===== src/uqpd_pkg.sv =====
// Shared types, codes and character helpers for the URL query pair decoder.
package uqpd_pkg;

  localparam logic [7:0] CharPct   = 8'h25;
  localparam logic [7:0] CharPlus  = 8'h2B;
  localparam logic [7:0] CharEq    = 8'h3D;
  localparam logic [7:0] CharAmp   = 8'h26;
  localparam logic [7:0] CharSpace = 8'h20;

  localparam logic [1:0] KindKey  = 2'd0;
  localparam logic [1:0] KindVal  = 2'd1;
  localparam logic [1:0] KindMark = 2'd2;

  localparam logic [1:0] EscNone  = 2'd0;
  localparam logic [1:0] EscPct   = 2'd1;
  localparam logic [1:0] EscDigit = 2'd2;

  localparam int MaxRes = 4;
  localparam int QDepth = 2;

  typedef struct packed {
    logic [7:0] char_in;
    logic       end_of_string;
  } uqpd_in_t;

  typedef struct packed {
    logic [1:0] item_kind;
    logic [7:0] byte_out;
    logic       last_of_run;
  } uqpd_out_t;

  typedef struct packed {
    logic [1:0] kind;
    logic [7:0] data;
  } uqpd_res_t;

  typedef struct packed {
    logic [$clog2(MaxRes)-1:0] last_idx;
    uqpd_res_t [MaxRes-1:0]    ent;
  } uqpd_bundle_t;

  function automatic logic is_hex(input logic [7:0] c);
    return (c inside {[8'h30:8'h39], [8'h41:8'h46], [8'h61:8'h66]});
  endfunction

  function automatic logic [3:0] hex_val(input logic [7:0] c);
    logic [7:0] v;
    v = 8'd0;
    if (c inside {[8'h30:8'h39]}) begin
      v = c - 8'h30;
    end else if (c inside {[8'h41:8'h46]}) begin
      v = c - 8'h37;
    end else if (c inside {[8'h61:8'h66]}) begin
      v = c - 8'h57;
    end
    return v[3:0];
  endfunction

endpackage


===== src/uqpd_decode.sv =====
// Pair and escape state with the decode logic that turns one byte into a result bundle.
module uqpd_decode (
  input  logic                   clk,
  input  logic                   rst_n,
  input  logic                   fire_i,
  input  uqpd_pkg::uqpd_in_t     item_i,
  output uqpd_pkg::uqpd_bundle_t bundle_o,
  output logic                   has_o
);

  logic       in_value_r, in_value_nxt;
  logic       pair_open_r, pair_open_nxt;
  logic [1:0] esc_r, esc_nxt;
  logic [7:0] held_r, held_nxt;

  logic [7:0] c;
  logic       hex;
  logic       f1_pct, f1_held, p_en, f2_pct, f2_held, mark;
  logic [7:0] p_byte;
  logic [1:0] esc_mid;
  logic [7:0] held_mid;
  logic       in_value_mid;
  logic [1:0] kind;
  logic [2:0] n;
  uqpd_pkg::uqpd_res_t [uqpd_pkg::MaxRes-1:0] ent;

  always_comb begin
    c            = item_i.char_in;
    hex          = uqpd_pkg::is_hex(c);
    f1_pct       = 1'b0;
    f1_held      = 1'b0;
    p_en         = 1'b0;
    p_byte       = c;
    f2_pct       = 1'b0;
    f2_held      = 1'b0;
    mark         = 1'b0;
    esc_mid      = esc_r;
    held_mid     = held_r;
    in_value_mid = in_value_r;
    in_value_nxt = in_value_r;
    pair_open_nxt = pair_open_r;
    esc_nxt      = esc_r;
    held_nxt     = held_r;

    if (c == uqpd_pkg::CharAmp) begin
      f1_pct        = (esc_r != uqpd_pkg::EscNone);
      f1_held       = (esc_r == uqpd_pkg::EscDigit);
      mark          = pair_open_r;
      in_value_nxt  = 1'b0;
      pair_open_nxt = 1'b0;
      esc_nxt       = uqpd_pkg::EscNone;
      held_nxt      = 8'd0;
    end else begin
      if (c == uqpd_pkg::CharEq && !in_value_r) begin
        f1_pct       = (esc_r != uqpd_pkg::EscNone);
        f1_held      = (esc_r == uqpd_pkg::EscDigit);
        esc_mid      = uqpd_pkg::EscNone;
        held_mid     = 8'd0;
        in_value_mid = 1'b1;
      end else if (esc_r == uqpd_pkg::EscPct && hex) begin
        esc_mid  = uqpd_pkg::EscDigit;
        held_mid = c;
      end else if (esc_r == uqpd_pkg::EscDigit && hex) begin
        p_en     = 1'b1;
        p_byte   = {uqpd_pkg::hex_val(held_r), uqpd_pkg::hex_val(c)};
        esc_mid  = uqpd_pkg::EscNone;
        held_mid = 8'd0;
      end else begin
        f1_pct   = (esc_r != uqpd_pkg::EscNone);
        f1_held  = (esc_r == uqpd_pkg::EscDigit);
        held_mid = 8'd0;
        if (c == uqpd_pkg::CharPct) begin
          esc_mid = uqpd_pkg::EscPct;
        end else begin
          esc_mid = uqpd_pkg::EscNone;
          p_en    = 1'b1;
          p_byte  = (c == uqpd_pkg::CharPlus) ? uqpd_pkg::CharSpace : c;
        end
      end
      if (item_i.end_of_string) begin
        f2_pct        = (esc_mid != uqpd_pkg::EscNone);
        f2_held       = (esc_mid == uqpd_pkg::EscDigit);
        mark          = 1'b1;
        in_value_nxt  = 1'b0;
        pair_open_nxt = 1'b0;
        esc_nxt       = uqpd_pkg::EscNone;
        held_nxt      = 8'd0;
      end else begin
        in_value_nxt  = in_value_mid;
        pair_open_nxt = 1'b1;
        esc_nxt       = esc_mid;
        held_nxt      = held_mid;
      end
    end
  end

  // Every data byte of one item belongs to the part that was open when it arrived.
  always_comb begin
    kind = in_value_r ? uqpd_pkg::KindVal : uqpd_pkg::KindKey;
    n    = 3'd0;
    ent  = '0;
    if (f1_pct) begin
      ent[n[1:0]] = '{kind: kind, data: uqpd_pkg::CharPct};
      n = n + 3'd1;
    end
    if (f1_held) begin
      ent[n[1:0]] = '{kind: kind, data: held_r};
      n = n + 3'd1;
    end
    if (p_en) begin
      ent[n[1:0]] = '{kind: kind, data: p_byte};
      n = n + 3'd1;
    end
    if (f2_pct) begin
      ent[n[1:0]] = '{kind: kind, data: uqpd_pkg::CharPct};
      n = n + 3'd1;
    end
    if (f2_held) begin
      ent[n[1:0]] = '{kind: kind, data: held_mid};
      n = n + 3'd1;
    end
    if (mark) begin
      ent[n[1:0]] = '{kind: uqpd_pkg::KindMark, data: 8'd0};
      n = n + 3'd1;
    end
  end

  assign has_o             = (n != 3'd0);
  assign bundle_o.ent      = ent;
  assign bundle_o.last_idx = 2'(n - 3'd1);

  always_ff @(posedge clk) begin
    if (!rst_n) begin
      in_value_r  <= 1'b0;
      pair_open_r <= 1'b0;
      esc_r       <= uqpd_pkg::EscNone;
      held_r      <= 8'd0;
    end else if (fire_i) begin
      in_value_r  <= in_value_nxt;
      pair_open_r <= pair_open_nxt;
      esc_r       <= esc_nxt;
      held_r      <= held_nxt;
    end
  end

endmodule


===== src/uqpd_queue.sv =====
// Two-deep queue of result bundles that hands out one result item per cycle while out_ready is high.
module uqpd_queue (
  input  logic                   clk,
  input  logic                   rst_n,
  input  logic                   push_i,
  input  uqpd_pkg::uqpd_bundle_t bundle_i,
  output logic                   space_o,
  output logic                   out_valid,
  input  logic                   out_ready,
  output uqpd_pkg::uqpd_out_t    out_data
);

  localparam int PtrW = $clog2(uqpd_pkg::QDepth);
  localparam int CntW = $clog2(uqpd_pkg::QDepth + 1);
  localparam int SubW = $clog2(uqpd_pkg::MaxRes);

  uqpd_pkg::uqpd_bundle_t q_r [uqpd_pkg::QDepth];
  logic [PtrW-1:0] wr_ptr_r, rd_ptr_r;
  logic [CntW-1:0] cnt_r, cnt_nxt;
  logic [SubW-1:0] sub_r;
  uqpd_pkg::uqpd_bundle_t head;
  uqpd_pkg::uqpd_res_t    cur;
  logic last, take, pop;

  assign head      = q_r[rd_ptr_r];
  assign cur       = head.ent[sub_r];
  assign last      = (sub_r == head.last_idx);
  assign out_valid = (cnt_r != '0);
  assign space_o   = (cnt_r != CntW'(uqpd_pkg::QDepth));
  assign take      = out_valid && out_ready;
  assign pop       = take && last;

  assign out_data.item_kind   = cur.kind;
  assign out_data.byte_out    = cur.data;
  assign out_data.last_of_run = last;

  always_comb begin
    cnt_nxt = cnt_r;
    if (push_i && !pop) begin
      cnt_nxt = cnt_r + CntW'(1);
    end else if (pop && !push_i) begin
      cnt_nxt = cnt_r - CntW'(1);
    end
  end

  always_ff @(posedge clk) begin
    if (push_i) begin
      q_r[wr_ptr_r] <= bundle_i;
    end
  end

  always_ff @(posedge clk) begin
    if (!rst_n) begin
      wr_ptr_r <= '0;
      rd_ptr_r <= '0;
      cnt_r    <= '0;
      sub_r    <= '0;
    end else begin
      cnt_r <= cnt_nxt;
      if (push_i) begin
        wr_ptr_r <= (wr_ptr_r == PtrW'(uqpd_pkg::QDepth - 1)) ? '0 : wr_ptr_r + PtrW'(1);
      end
      if (pop) begin
        rd_ptr_r <= (rd_ptr_r == PtrW'(uqpd_pkg::QDepth - 1)) ? '0 : rd_ptr_r + PtrW'(1);
      end
      if (take) begin
        sub_r <= last ? '0 : sub_r + SubW'(1);
      end
    end
  end

  a_cnt_bound: assert property (@(posedge clk) disable iff (!rst_n)
    cnt_r <= CntW'(uqpd_pkg::QDepth))
    else $error("bundle count beyond queue depth");

  a_no_overflow: assert property (@(posedge clk) disable iff (!rst_n)
    push_i |-> space_o)
    else $error("bundle pushed into a full queue");

  a_sub_in_bundle: assert property (@(posedge clk) disable iff (!rst_n)
    out_valid |-> (sub_r <= head.last_idx))
    else $error("result index runs past its bundle");

  a_sub_idle: assert property (@(posedge clk) disable iff (!rst_n)
    !out_valid |-> (sub_r == '0))
    else $error("result index not cleared with empty queue");

endmodule


===== src/url_query_pair_decoder_core.sv =====
// Top level of the URL query pair decoder: input register, decode stage and result queue.
// Path: an item's results pass the input register and then the result queue before they are
// offered, and a full result queue holds the item in the input register.
// Throughput: one item per cycle while each item yields at most one result and out_ready
// is high; an item's further results hold the output, and the two-bundle queue sets the stall.
// Reset: synchronous active-low rst_n empties the pipeline and returns the pair state to key.
module url_query_pair_decoder_core (
  input  logic                clk,
  input  logic                rst_n,
  input  logic                in_valid,
  output logic                in_ready,
  input  uqpd_pkg::uqpd_in_t  in_data,
  output logic                out_valid,
  input  logic                out_ready,
  output uqpd_pkg::uqpd_out_t out_data
);

  logic                   in_valid_r, in_valid_nxt;
  uqpd_pkg::uqpd_in_t     in_data_r;
  logic                   space, fire, has;
  uqpd_pkg::uqpd_bundle_t bundle;

  assign fire         = in_valid_r && space;
  assign in_ready     = !in_valid_r || fire;
  assign in_valid_nxt = (in_valid && in_ready) || (in_valid_r && !fire);

  always_ff @(posedge clk) begin
    if (!rst_n) begin
      in_valid_r <= 1'b0;
    end else begin
      in_valid_r <= in_valid_nxt;
    end
  end

  always_ff @(posedge clk) begin
    if (in_valid && in_ready) begin
      in_data_r <= in_data;
    end
  end

  uqpd_decode u_decode (
    .clk      (clk),
    .rst_n    (rst_n),
    .fire_i   (fire),
    .item_i   (in_data_r),
    .bundle_o (bundle),
    .has_o    (has)
  );

  uqpd_queue u_queue (
    .clk       (clk),
    .rst_n     (rst_n),
    .push_i    (fire && has),
    .bundle_i  (bundle),
    .space_o   (space),
    .out_valid (out_valid),
    .out_ready (out_ready),
    .out_data  (out_data)
  );

endmodule

===== config.mk =====
export PLATFORM = sky130hd
export DESIGN_NAME = url_query_pair_decoder_core
export DESIGN_NICKNAME = d
export VERILOG_FILES = /design/src/uqpd_pkg.sv /design/src/uqpd_decode.sv /design/src/uqpd_queue.sv /design/src/url_query_pair_decoder_core.sv
export SDC_FILE = /design/constraint.sdc
export NUM_CORES = 1
export LEC_CHECK = 0
export BUFFER_PORTS_ARGS = -buffer_cell sky130_fd_sc_hd__buf_2
export CAP_MARGIN = 20
export CORE_MARGIN = 2
export CORE_UTILIZATION = 65
export DETAILED_ROUTE_END_ITERATION = 6
export GPL_ROUTABILITY_DRIVEN = 1
export GPL_TIMING_DRIVEN = 0
export PLACE_DENSITY = 0.83
export SLEW_MARGIN = 20
export SYNTH_ARGS = -nofsm -noshare
export SYNTH_HDL_FRONTEND = slang
export SYNTH_SLANG_ARGS = --single-unit

===== constraint.sdc =====
create_clock -name clk -period 17.9 [get_ports clk]
set_input_delay 2.685 -clock clk [delete_from_list [all_inputs] [get_ports clk]]
set_output_delay 2.685 -clock clk [all_outputs]
set_load 0.01 [all_outputs]

**Word-level counts from Yosys, hierarchy flattened**

Memories as Yosys holds them, arrays and structs flattened. A register that Yosys moved wholly into a read port is not among the register bits.
Index checks and enable logic that the tools add are counted.
Widths: inputs -> output; s select.

- Magnitude comparators: 23
- Reductions and logical operators: 37
- Add/sub/neg operators: 17
- Bitwise gates (word level): 3
- Multiplexer cells: 86
- Eq/ne operators: 9

Operator list:

| cell | number |
|---|---|
| $mux 40 | 5 |
| $bwmux 40 | 4 |
| $demux 10 s2 | 5 |
| $mux 8 | 11 |
| $mux 10 | 7 |
| $and 36x36->36 | 1 |
| $not 36->36 | 1 |
| $mux 1 | 33 |
| $eq 8x6->1 const B | 4 |
| $ge 8x7->1 const B | 4 |
| $le 8x7->1 const B | 4 |
| $mux 4 | 6 |
| $logic_and 1x1->1 | 22 |
| $bmux 10 s2 | 1 |
| $mux 2 | 9 |
| $ge 8x6->1 const B | 2 |
| $le 8x6->1 const B | 2 |
| $sub 4x3->4 const B | 4 |
| $lt 2x3->1 const B | 5 |
| $mux 3 | 5 |
| $add 3x1->3 const B | 4 |
| $reduce_bool 3->1 | 3 |
| $ge 2x1->1 const B | 4 |
| $reduce_bool 2->1 | 4 |
| other kinds (15) | 25 |

- Input bits: 13
- Bits in registers: 28
- Logic and storage cells: 187
- Output and inout bits: 13
- Memories: 1
- Memory bits (writable): 84

Memories:

| name | depth | bits a word | rd ports | clocked after Yosys merged registers in | write ports | line | source |
|---|---|---|---|---|---|---|---|
| u_queue.q_r | 2 | 42 | 1 | 1 | 1 | uqpd_queue.sv:17 | `uqpd_pkg::uqpd_bundle_t q_r [uqpd_pkg::QDepth];` |

**Depth between registers and ports, before layout**

Gate-level depths: netlist of the first run.

- Depth in word-level cells: 25
- Mapped depth: 25
- Mapped depth without buffers: 23

**Cells and area by module**

From an unflattened synthesis of the first run, not the netlist that was laid out.

- Cells, all modules: 500
- Area, all modules: 6190.9 um^2

Modules (own cells, without submodules):

| module | cells each | seq. area each (um^2) | instances | area each (um^2) |
|---|---|---|---|---|
| uqpd_queue | 162 | 2662.6 | 1 | 3494.6 |
| uqpd_decode | 322 | 240.2 | 1 | 2353.5 |
| url_query_pair_decoder_core | 16 | 290.3 | 1 | 342.8 |

**Worst setup path before layout of the first run**

No wires, ideal clock.

- Path type: register to register
- From: register in_data_r[2] (netlist name)
- To: memory u_queue.q_r[0][0] (netlist name), enable pin
- Data required time: 17.395 ns
- Setup time: 0.505 ns
- Clock period less this slack: 8.241 ns
- Cell stages (with the launch flop): 21
- Arrival: 7.736 ns
- Buffers on the path: 2
- Slack: 9.659 ns
- Path through: edfxtp_1 -> inv_1 -> ha_1 -> o21bai_1 -> a21oi_4 -> o21ba_2 -> buf_6 -> maj3_1 -> ha_1 -> xnor2_2 -> inv_1 -> ha_1 -> mux2_2 -> ha_1 -> mux2_2 -> ha_1 -> and2_4 -> buf_6 -> xnor2_2 -> xor2_1 -> a211oi_1

- Longest elaborated chain between the ends: 23
- Elaborated cells on any way between the ends: 56
- Those cells by class: add/sub: 5; order compare: 6; eq/ne: 4; mux: 31; reduce/logical: 10

RTL lines:

| item | line | source |
|---|---|---|
| start: declaration | url_query_pair_decoder_core.sv:19 | `uqpd_pkg::uqpd_in_t in_data_r;` |
| start signal: assignment | url_query_pair_decoder_core.sv:37 | `in_data_r <= in_data;` |
| $ge 8x6->1, or another cell as far along | uqpd_pkg.sv:43 | `return (c inside {[8'h30:8'h39], [8'h41:8'h46], [8'h61:8'h66]});` |
| $logic_and 1x1->1 | uqpd_pkg.sv:43 |  |
| $reduce_bool 3->1 | uqpd_pkg.sv:43 |  |
| $logic_and 1x1->1 | uqpd_decode.sv:63 | `end else if (esc_r == uqpd_pkg::EscDigit && hex) begin` |
| $mux 1 | uqpd_decode.sv:63 |  |
| $mux 1 | uqpd_decode.sv:60 | `end else if (esc_r == uqpd_pkg::EscPct && hex) begin` |
| $mux 1 | uqpd_decode.sv:54 | `if (c == uqpd_pkg::CharEq && !in_value_r) begin` |
| $mux 1 | uqpd_decode.sv:45 | `if (c == uqpd_pkg::CharAmp) begin` |
| [... 7 more ...] | -- |  |
| $add 3x1->3 | uqpd_decode.sv:120 | `n = n + 3'd1;` |
| $mux 3 | uqpd_decode.sv:118 | `if (f2_held) begin` |
| $add 3x1->3 | uqpd_decode.sv:124 | `n = n + 3'd1;` |
| $mux 3 * | uqpd_decode.sv:122 | `if (mark) begin` |
| $reduce_bool 3->1 * | uqpd_decode.sv:128 | `assign has_o = (n != 3'd0);` |
| $logic_and 1x1->1 * | url_query_pair_decoder_core.sv:53 | `.push_i (fire && has),` |
| $mux 1 * | uqpd_queue.sv:47 | `if (push_i) begin` |
| $mux 1 (implied by the code) * | uqpd_queue.sv:48 | `q_r[wr_ptr_r] <= bundle_i;` |
| end: declaration | uqpd_queue.sv:17 |  |

Every way passes the cells marked *; elsewhere a longest branch is shown, timed or not. The select of a mux whose other input is x is not followed.

**Worst setup path in the final report of the first run**

- From: register in_data_r[1] (netlist name)
- To: memory u_queue.q_r[0][25] (netlist name), enable pin

The elaborated chain is that of the path after synthesis.

==> results.md, run 1 <==
* First-pass GRT wire length at 23600 um
* Port Buffers at 25
* Post-synth EDFFs at 93
* Most frequent cells in the layout: edfxtp_1 (93), buf_2 (28), nor2_1 (27), nand2_1 (24), ha_1 (24)
* Die height at 101.5 um
* # DRC at 0
* Ant diodes at 0
* Power, Total at 0.7219 mW
* IO Count at 26
* Via count at 4459
* Clock-pin slew on the worst setup and hold paths at 0.06 ns
* Routed WL at 15110 um
* Hold buffer count at CTS at 0
* Die Wd at 101.5 um
* Setup_tns at 0 ns
* CTS HTree Levels at 4
* Die Footprint at just over 10000 um2
* Routed len/inst at 22.28 um
* FF+latch count, synth at between 100 and 150
* Fin crit share at 38.78%
* DR pass1 iterations at 6
* Design Area, Final at 7152 um2
* Worst slew pin tran at ~0.97 ns
* Worst reg-to-reg path cell count at 22
* Prevailing post-synth register cell: edfxtp_1
* CTS Buf Count at 17
* Mapped Nets at 525
* Max-Cap Viols at 0
* Synth Area per Inst at 12.65 um2
* Root Buffer: clkbuf_8
* Commonest non-fill, non-tap cell in the layout: edfxtp_1
* Post-CTS Resized at 0
* Psw at 0.1687 mW
* Final nets at between 500 and 600
* Synth-to-Final Area Change at 15.83%
* Core ar. at 9240 um2
* Internal at approximately 0.55 mW
* Crit Path Max Fanout at 16
* Gate power share at under 10%
* Share of cells above drive strength 1 at 24.59%
* Warnings from Yosys at 0
* GPL Wtd Cong at 1.014
* Sink Count at 113
* Status: completed
* Final hold viol count at 0
* Tot GR Track Use at 30.97%
* Worst-skew pair later-pin latency at 0.52 ns
* Post-route minimum period at 6.941 ns
* Initial antenna violation count at 0
* Final std cells w/o fill at 678
* Dpl cells at 646
* Antenna Violating Nets Remaining at 0
* Fmax at 144.1 MHz
* Post-synthesis sequential area ratio at 51.71%
* Worst Hold Class: reg2reg
* Crit path required time at between 15 and 20 ns
* Seq pwr share at 41.9%
* GRT Residual Overflow at 0
* Leak at 2.540 nW
* # Post-CTS Setup Buffers at 0
* CTS Buffer Depth at 2
* Starting Density at about two thirds
* Hold path cells at 2
* Synth unique cells at 81
* Vias in the first global route at 4453
* CP Capture Type: flop
* Largest net degree at the start of global routing at 17
* Async S/R FF share, synth at 0%
* Row count at 35
* Max-slew violation count at 0
* Worst Path Arrival at 7.15 ns
* RSZ-0062 raised after global routing: false
* Synthesized area at 6175 um2
* Hpwl dp at 10230 um
* Peak supply drop at 63.65 uV
* Fin util at 77.40%
* Clock share of power at 49.0%
* Critical path class: reg2reg
* Sw frac at 23.37%
* Via density at 6.577
* Worst relative slew slack at 35.09%
* Instance count of the mapped netlist at 488
* Final setup violation count at 0
* TritonCTS clock tree: built
* Placed cell area at 6531 um2
* Crit start category: flop
* Initial DRC Count at 625
* Cell area power density at 100.9 nW/um2
* Layout Skew at 0.01502 ns
## logic make-up after synthesis
logic type,share of synthesized area [%]
AOI/OAI and AO/OA,13.50
xor gates and xnor gates,2.067
adders and majority gates,5.025
buffers and inverters,3.587
DFF,51.71
muxes,11.06
and+or+nand+nor,13.05
## sequential cells by signal (all words and copies together) (netlist names), named ones only
register	cells
u_queue.q_r	84
in_data_r	9
u_decode.held_r	8
u_decode.esc_r	2
u_queue.cnt_r	2
u_queue.sub_r	2
in_valid_r	1
u_decode.in_value_r	1
u_decode.pair_open_r	1
u_queue.rd_ptr_r	1
u_queue.wr_ptr_r	1
## Yosys cell counts, types with 9 or more instances
library cell	number	area share, %
inv_1	19	1.2
dfxtp_1	20	6.5
ha_1	24	4.9
edfxtp_1	93	45
a21oi_1	15	1.2
a211oi_1	9	1.1
nor3_1	9	0.73
mux4_2	20	7.3
mux2_2	14	2.6
nor2_1	27	1.6
a22oi_1	19	2.3
o21ai_0	11	0.89
nand3_1	12	0.97
and3_1	12	1.2
clkbuf_1	13	0.79
nand2_1	24	1.5
nor2b_1	11	1.1
## routing by layer
metal  track usage (%)  routed length (um)  up-vias
li1                  -                   -     1991
met1             39.29                5913     2152
met2             52.78                7493      255
met3             6.073                1222       61
met4             12.06                 477        0
met5                 0                   0        -
## final cells by class
type                       instances  area (um2)
clock buffer                      17       414.1
timing repair buffer              29       170.2
tap                              129       161.4
multi-input combinational        327        2785
buffer                            26       138.9
inverter                          22       82.58
fill                             577        2088
sequential                       113        3193
clock inverter                    15       206.4
## critical path: stages (launching register included)
cell      delay [ns]
edfxtp_1        0.52
inv_1           0.24
ha_1            0.22
nand4b_1        0.13
o21ai_1         0.18
o21ba_2         0.28
buf_6           0.16
maj3_1          0.44
ha_1            0.41
xnor2_2         0.46
inv_1           0.15
ha_1            0.31
mux2_2          0.33
ha_1            0.30
mux2_2          0.28
ha_1            0.20
and2_4          0.14
buf_6           0.14
xnor2_2         0.24
xor2_1          0.20
a211oi_4        0.78
buf_6           0.28
buf_6           0.21
## stage by stage
| stage | setup slack, ns | hold WS (ns) |
|---|---|---|
| 3_3_place_gp | 7.841 | 0.4907 |
| 4_1_cts | 11.01 | 0.5215 |
| 3_5_place_dp | 11.10 | 0.5078 |
| 6_report | 10.96 | 0.5218 |
| 2_1_floorplan | 9.659 | 0.4794 |
| 5_1_grt | 10.73 | 0.5410 |
## power by group through the flow
stage	combinational [mW]	clock, mW	sequential (mW)
6_report	0.0658	0.354	0.303
5_1_grt	0.0714	0.364	0.304
4_1_cts	0.0660	0.353	0.303
3_5_place_dp	0.0651	0	0.308
3_3_place_gp	0.0602	0	0.308
2_1_floorplan	0.0455	0	0.307
## path summary, 6_finish.rpt
kind	start	end	slack [ns]
min reg2reg	u_decode.pair_open_r	u_decode.pair_open_r	0.52
min	u_decode.pair_open_r	u_decode.pair_open_r	0.52
max reg2reg	in_data_r[1]	u_queue.q_r[0][25]	10.96
max	in_data_r[1]	u_queue.q_r[0][25]	10.96
No activity file was read; power rests on OpenSTA's default activity.
==> run 2: changes to the inputs <==
- ABC_AREA: not set -> 1
- CORE_UTILIZATION: 65 -> 62
- PLACE_DENSITY: 0.83 -> 0.8
- clock period: 17.9 -> 6.7 ns (I/O delays scaled with it)
==> results.md, run 2 <==
* Status: completed
* Reg2Reg Setup Slack at 0.82 ns (-10.14 ns)
* Antenna Violating Nets Remaining at 0 (unchanged)
* WP buf/inv at 7 (+1)
* Crit-path leading delay family: adder cells
* Prevailing post-synth register cell: edfxtp_1
* Fmax at 170.0 MHz (+18%)
* Most frequent cells in the layout: nor2_1 (123), nand2_1 (112), edfxtp_1 (93), inv_1 (67), o21ai_0 (66)
* IO Count at 26 (unchanged)
* Worst path max stage delay at 0.48 ns (-0.30 ns)
* GPL Wtd Cong at 0.9774 (-3.6%)
* CP Capture Type: flop
* Initial antenna violation count at 0 (unchanged)
* Final std cells w/o fill at 884 (+30%)
* Tot GR Track Use at 31.46% (+0.50 points)
* CTS HTree Levels at 4 (unchanged)
* RR Startpoint: in_data_r[1]
* Seq pwr share at 44.3% (+2.4 points)
* Largest net degree at the start of global routing at 31 (+14)
* Post-synthesis sequential area ratio at 52.55% (+0.84 points)
* Clock share of power at 44.8% (-4.2 points)
* Core ar. at 9639 um2 (+4.3%)
* Fin crit share at 87.78% (+49 points)
* # Post-CTS Setup Buffers at 0 (unchanged)
* Placed cell area at 6422 um2 (-1.7%)
* # DRC at 0 (unchanged)
* Warnings from Yosys at 0 (unchanged)
* Gate power share at 10.9% (+1.8 points)
* First-pass GRT wire length at 24350 um (+3.2%)
* Largest register by flop count: u_queue.q_r
* Worst Hold Class: reg2reg
* Synth unique cells at 37 (-54%)
* Design Area, Final at 6955 um2 (-2.7%)
* Hold path cells at 2 (unchanged)
* Crit start category: flop
* Fin util at 72.16% (-5.2 points)
* Instance count of the mapped netlist at 692 (+42%)
* CP startpoint: in_data_r[1]
* Die height at 103.0 um (+1.5%)
* Sw frac at 26.05% (+2.7 points)
* Hold worst-path end: u_decode.pair_open_r
* Ant diodes at 0 (unchanged)
* Biggest area consumer among synthesized cells: edfxtp_1
* Port Buffers at 25 (unchanged)
* Commonest non-fill, non-tap cell in the layout: nor2_1
* TritonCTS clock tree: built
* Post-synth EDFFs at 93 (unchanged)
* Worst Path Arrival at 6.30 ns (-0.85 ns)
* Worst flop-to-flop path endpoint: u_queue.cnt_r[1]
* CTS Buffer Depth at 2 (unchanged)
* Hold buffer count at CTS at 0 (unchanged)
* Synthesized area at 6076 um2 (-1.6%)
* CTS Buf Count at 17 (unchanged)
* Routed WL at 15630 um (+3.4%)
* Ranking of synthesized cells by area: edfxtp_1 (46%), nor2_1 (7.7%), nand2_1 (6.9%)
* Dpl cells at 852 (+32%)
* Max-slew violation count at 0 (unchanged)
* Async S/R FF share, synth at 0% (unchanged)
* Multi-input gate area at 2505 um2 (-10%)
* Worst-skew pair later-pin latency at 0.54 ns (+0.02 ns)
* Via count at 5093 (+14%)
* Routed len/inst at 17.68 um (-21%)
* Final nets at 775 (+35%)
* Root Buffer: clkbuf_8
* Power, Total at 1.814 mW (+150%)
* Layout Skew at 0.01085 ns (-0.004170 ns)
* Most frequent cell after synthesis: nor2_1
* Final hold viol count at 0 (unchanged)
* Fin Hold WS at 0.4651 ns (-0.05677 ns)
* Sequential Area at 3193 um2 (unchanged)
* Worst slew pin tran at 0.8060 ns (-0.1676 ns)
* Vias in the first global route at 4856 (+9.1%)
* Synth-to-Final Area Change at 14.48%
* Leak at 2.842 nW (+12%)
* Internal at 1.342 mW (+140%)
* Clock-pin slew on the worst setup and hold paths at 0.06 ns (about the same)
* Cell area power density at 260.8 nW/um2 (+160%)
* Largest regs: u_queue.q_r (84), in_data_r (9), u_decode.held_r (8)
* Hold_sp: u_decode.pair_open_r
* FF+latch count, synth at 113 (unchanged)
* RSZ-0062 raised after global routing: false
* Hpwl dp at 11430 um (+12%)
* Row count at 36 (+2.9%)
* Critical path class: reg2reg
* Mapped Nets at 729 (+39%)
* Starting Density at 63.03% (-3.8 points)
* DR pass1 iterations at 7 (+1)
* Fill cells at 745 (+29%)
* Max-Cap Viols at 0 (unchanged)
* Worst relative slew slack at 45.70% (+11 points)
* Yosys top cell area share at 45.96% (+0.74 points)
* Peak supply drop at 159.0 uV (+150%)
* Final setup violation count at 0 (unchanged)
* CP dominant cell by count: nand2_1
* Initial DRC Count at 541 (-13%)
* Post-CTS Resized at 0 (unchanged)
* Max reg flops at 84 (unchanged)
* Synth Area per Inst at 8.780 um2 (-31%)
* Crit path required time at 7.12 ns (-10.99 ns)
* Worst path slowest cell: edfxtp_1
* Via density at 5.761 (-12%)
* Share of cells above drive strength 1 at 13.32% (-11 points)
* GRT Residual Overflow at 0 (unchanged)
* Crit Path Max Fanout at 7 (-9)
* Post-route minimum period at 5.881 ns (-1.060 ns)
* Commonest cells in the netlist: nor2_1 (124), nand2_1 (112), edfxtp_1 (93)
* Sink Count at 113 (unchanged)
* Die Footprint at 10610 um2 (+3.0%)
* Die Wd at 103.0 um (+1.5%)
* Worst reg-to-reg path cell count at 34 (+55%)
* Psw at 0.4726 mW (+180%)
-- run 2: cell count changes in the layout (fill, tap and decap cells not counted), sizes merged, moves of 17 or more --
cell | before | now
a22oi | 19 | 2
nand2 | 24 | 123
o21ai | 19 | 71
nor2 | 30 | 128
o22ai | 3 | 22
inv | 22 | 82
mux4 | 20 | 0
a21oi | 17 | 42
-- run 2: area by class of cell --
cell class / count / share of cell area, %
Buffer: 20 / 1.169
Clock buffer: 18 / 6.008
Clock inverter: 14 / 1.655
Inverter: 81 / 4.371
Multi-Input combinational cell: 478 / 36.01
Sequential cell: 113 / 45.91
Tap cell: 133 / 2.393
Timing Repair Buffer: 27 / 2.482
-- run 2: power groups by stage --
stage,Clock (mW),Combinational [mW],Sequential (mW)
final,0.813,0.198,0.803
after global routing,0.847,0.219,0.806
after CTS,0.818,0.195,0.803
after detailed placement,0,0.194,0.817
after global placement,0,0.182,0.817
after floorplan,0,0.126,0.813
-- run 2: how the worst max path moves through the flow --
stage	endpoint	slack [ns]	depth (start not counted)
finish	u_queue.cnt_r[1]	0.82	34
global route	u_queue.cnt_r[1]	0.35	34
CTS	u_queue.cnt_r[1]	0.84	34
detailed placement	u_queue.cnt_r[1]	0.92	34
global placement	u_queue.q_r[0][17]	-0.89	29
floorplan	u_queue.q_r[0][0]	0.45	29
-- run 2: cell families after synthesis --
logic type	count (synthesis)	synth area share (%)
flip-flops	113	52.55
adder cells (fa/ha/maj)	24	4.942
buffers and inverters	101	6.343
XOR/XNOR	10	1.689
AO/OA/AOI/OAI	156	14.09
AND/OR/NAND/NOR	288	20.39
-- run 2: layer usage --
metal	routed length, um	global-route usage (%)
met2	7831	54.10
met4	582	13.97
met5	0	0
met1	6108	37.41
met3	1103	7.864
-- run 2: worst register-to-register path, delay by kind of cell (launching register included) --
kind                       cells  cell delay, ns
AOI/OAI and AO/OA              6            0.99
buffers and inverters          7            0.73
DFF                            1            0.48
adders and majority gates      7            1.92
and+or+nand+nor               14            1.62
-- run 2: stage by stage --
stage / TNS (ns) / worst slack [ns]
CTS: 0 / 0.8426
floorplan: 0 / 0.4540
global placement: -37.18 / -0.8885
detailed placement: 0 / 0.9165
global route: 0 / 0.3529
finish: 0 / 0.8188
==> run 3: changes to the inputs <==
- SYNTH_HIERARCHICAL: not set -> 1
==> results.md, run 3 <==
* Status: completed
* Crit path required time at 6.86 ns (-0.26 ns)
* Die height at 103.7 um (+0.71%)
* Post-Synth XOR/XNOR Area at 0.5682% (-1.1 points)
* Largest net degree at the start of global routing at 37 (+19%)
* # DRC at 0 (unchanged)
* Biggest area consumer among synthesized cells: edfxtp_1
* Internal at 1.383 mW (+3.1%)
* CTS Buf Count at 17 (unchanged)
* Synth-to-Final Area Change at 15.42%
* Clock share of power at 46.3% (+1.5 points)
* Yosys top cell area share at 45.29% (-0.67 points)
* Worst Hold Class: reg2reg
* Via density at 5.934 (+3.0%)
* Antenna Violating Nets Remaining at 0 (unchanged)
* Row count at 36 (unchanged)
* Cell area power density at 262.0 nW/um2 (+0.44%)
* Initial antenna violation count at 0 (unchanged)
* Core ar. at 9729 um2 (+0.93%)
* GRT Residual Overflow at 0 (unchanged)
* Psw at 0.4816 mW (+1.9%)
* Tot GR Track Use at 31.34% (-0.12 points)
* IO Count at 26 (unchanged)
* Async S/R FF share, synth at 0% (unchanged)
* Share of cells above drive strength 1 at 15.95% (+2.6 points)
* Ranking of synthesized cells by area: edfxtp_1 (45%), nand2_1 (8.4%), dfxtp_1 (6.5%)
* Sw frac at 25.83% (-0.22 points)
* GPL Wtd Cong at 0.9906 (+1.4%)
* Post-Synth Simple-Gate Area at 23.19% (+2.8 points)
* Port Buffers at 25 (unchanged)
* Worst-skew pair later-pin latency at 0.51 ns (-0.03 ns)
* Max-Cap Viols at 0 (unchanged)
* Hold buffer count at CTS at 0 (unchanged)
* Worst Path Arrival at 6.25 ns (-0.05 ns)
* Routed WL at 16670 um (+6.7%)
* Synth Area in Adders at 5.276% (+0.33 points)
* Worst path slowest cell: edfxtp_1
* Layout Skew at 0.009416 ns (-0.001434 ns)
* Largest register by flop count: u_queue/q_r
* Root Buffer: clkbuf_8
* CTS HTree Levels at 4 (unchanged)
* First-pass GRT wire length at 26050 um (+7.0%)
* Most frequent cell after synthesis: nand2_1
* FF+latch count, synth at 113 (unchanged)
* TritonCTS clock tree: built
* Crit start category: flop
* Ant diodes at 0 (unchanged)
* Mapped Nets at 743 (+1.9%)
* Starting Density at 63.37% (+0.34 points)
* Max reg flops at 84 (unchanged)
* Seq pwr share at 43.1% (-1.2 points)
* Hpwl dp at 11500 um (+0.57%)
* DR pass1 iterations at 6 (-1)
* Worst path max stage delay at 0.48 ns (about the same)
* Warnings from Yosys at 6 (+6)
* Final std cells w/o fill at 898 (+1.6%)
* Worst relative slew slack at 38.17% (-7.5 points)
* Mux cell area share after synthesis at 0.1623% (+0.16 points)
* Gate power share at 10.6% (-0.3 points)
* Prevailing post-synth register cell: edfxtp_1
* Dpl cells at 864 (+1.4%)
* Worst slew pin tran at 0.9275 ns (+0.1215 ns)
* Fmax at 164.2 MHz (-3.4%)
* Compound-Gate Fraction of Synth Area at 12.20% (-1.9 points)
* Instance count of the mapped netlist at 704 (+1.7%)
* CTS Buffer Depth at 2 (unchanged)
* Die Footprint at 10760 um2 (+1.4%)
* Peak supply drop at 165.8 uV (+4.3%)
* Max-slew violation count at 0 (unchanged)
* Final setup violation count at 0 (unchanged)
* Post-route minimum period at 6.089 ns (+0.2073 ns)
* Most frequent cells in the layout: nand2_1 (138), nor2_1 (97), edfxtp_1 (93), inv_1 (68), o21ai_0 (56)
* Synth Area per Inst at 8.758 um2 (-0.25%)
* CP dominant cell by count: inv_1
* Largest regs: u_queue/q_r (84), in_data_r (9), u_decode/held_r (8)
* RSZ-0062 raised after global routing: false
* Sink Count at 113 (unchanged)
* Commonest non-fill, non-tap cell in the layout: nand2_1
* Reg2Reg Setup Slack at 0.61 ns (-0.21 ns)
* Synthesized area at 6166 um2 (+1.5%)
* Vias in the first global route at 5177 (+6.6%)
* Commonest cells in the netlist: nand2_1 (138), nor2_1 (98), edfxtp_1 (93)
* Main combinational cell family by area after synthesis: simple AND/OR/NAND/NOR gates
* Fin util at 73.15% (+0.99 points)
* CP Capture Type: flop
* Via count at 5329 (+4.6%)
* Critical path class: reg2reg
* Post-synthesis sequential area ratio at 51.79% (-0.77 points)
* Initial DRC Count at 770 (+42%)
* Fin crit share at 90.87% (+3.1 points)
* Post-synth EDFFs at 93 (unchanged)
* Leak at 3.006 nW (+5.8%)
* Final nets at 791 (+2.1%)
* Final hold viol count at 0 (unchanged)
* Crit Path Max Fanout at 12 (+5)
* Die Wd at 103.7 um (+0.71%)
* Clock-pin slew on the worst setup and hold paths at 0.06 ns (about the same)
* Synth unique cells at 42 (+14%)
* Routed len/inst at 18.56 um (+5.0%)
## run 3: changes by cell type after synthesis, sizes merged, moves of 7 or more
| cell | previous run | this run |
|---|---|---|
| a21oi | 42 | 35 |
| nor2 | 128 | 104 |
| nand2 | 123 | 152 |
| clkbuf | 14 | 5 |
| a31oi | 11 | 2 |
| buf | 6 | 14 |
| nand3 | 28 | 47 |
## run 3: final cells by class
type,count,area [um2]
inverters,84,317.8
plain buffers,19,102.6
repair buffers,28,192.7
flip-flops and latches,113,3193
multi-input cells,489,2571
fillers,726,2613
clock inverters,15,158.9
clock buffers,17,414.1
well taps,133,166.4
## run 3: through the flow
| stage | setup slack [ns] | hold WS, ns | TNS [ns] | cell area [um2] | power, mW |
|---|---|---|---|---|---|
| floorplan | 0.4822 | 0.4463 | 0 | 6166 | 0.9329 |
| finish | 0.6115 | 0.4913 | 0 | 7117 | 1.864 |
| CTS | 0.2861 | 0.4856 | 0 | 7086 | 1.855 |
| global route | 0.2148 | 0.4976 | 0 | 7117 | 1.922 |
| global placement | -1.237 | 0.4755 | -51.86 | 6457 | 0.9934 |
| detailed placement | 0.3129 | 0.4778 | 0 | 6513 | 1.003 |
## run 3: path summary, 6_finish.rpt
path | cells after the start | start | endpoint
worst min register to register | 2 | u_decode/held_r[7] | u_decode/held_r[7]
worst min-delay path | 2 | u_decode/held_r[7] | u_decode/held_r[7]
worst max-delay path | 28 | in_data_r[2] | u_queue/q_r[0][9]
worst max register to register | 28 | in_data_r[2] | u_queue/q_r[0][9]
## run 3: per-layer routing
metal	global-route usage, %	wire [um]
met1	38.34	6436
met2	53.55	8109
met3	5.853	1388
met4	15.35	734
met5	0	0
## run 3: power groups by stage
stage	Combinational, mW	Sequential [mW]	Clock, mW
floorplan	0.120	0.812	0
global placement	0.177	0.817	0
detailed placement	0.186	0.817	0
CTS	0.189	0.803	0.864
global route	0.213	0.806	0.903
finish	0.197	0.804	0.864
## run 3: logic make-up after synthesis
kind of cell,after synthesis
mux,1
fa+ha+maj,26
compound gates,135
xor+xnor,4
simple gates,322
buf+inv,103
flops,113
## run 3: what timing repair did
action | 4_1_cts | 5_1_grt
resized for setup | 0 | 1
setup buffers | 0 | 1
hold endpoints to repair | 0 | 0
endpoints found under the setup margin | 0 | 42
## run 3: worst max-delay path, delay by kind of cell (launching register included)
kind,cells,cell delay [ns]
fa+ha+maj,4,1.07
xor+xnor,1,0.24
buf+inv,9,1.08
flops,1,0.48
simple gates,14,2.88
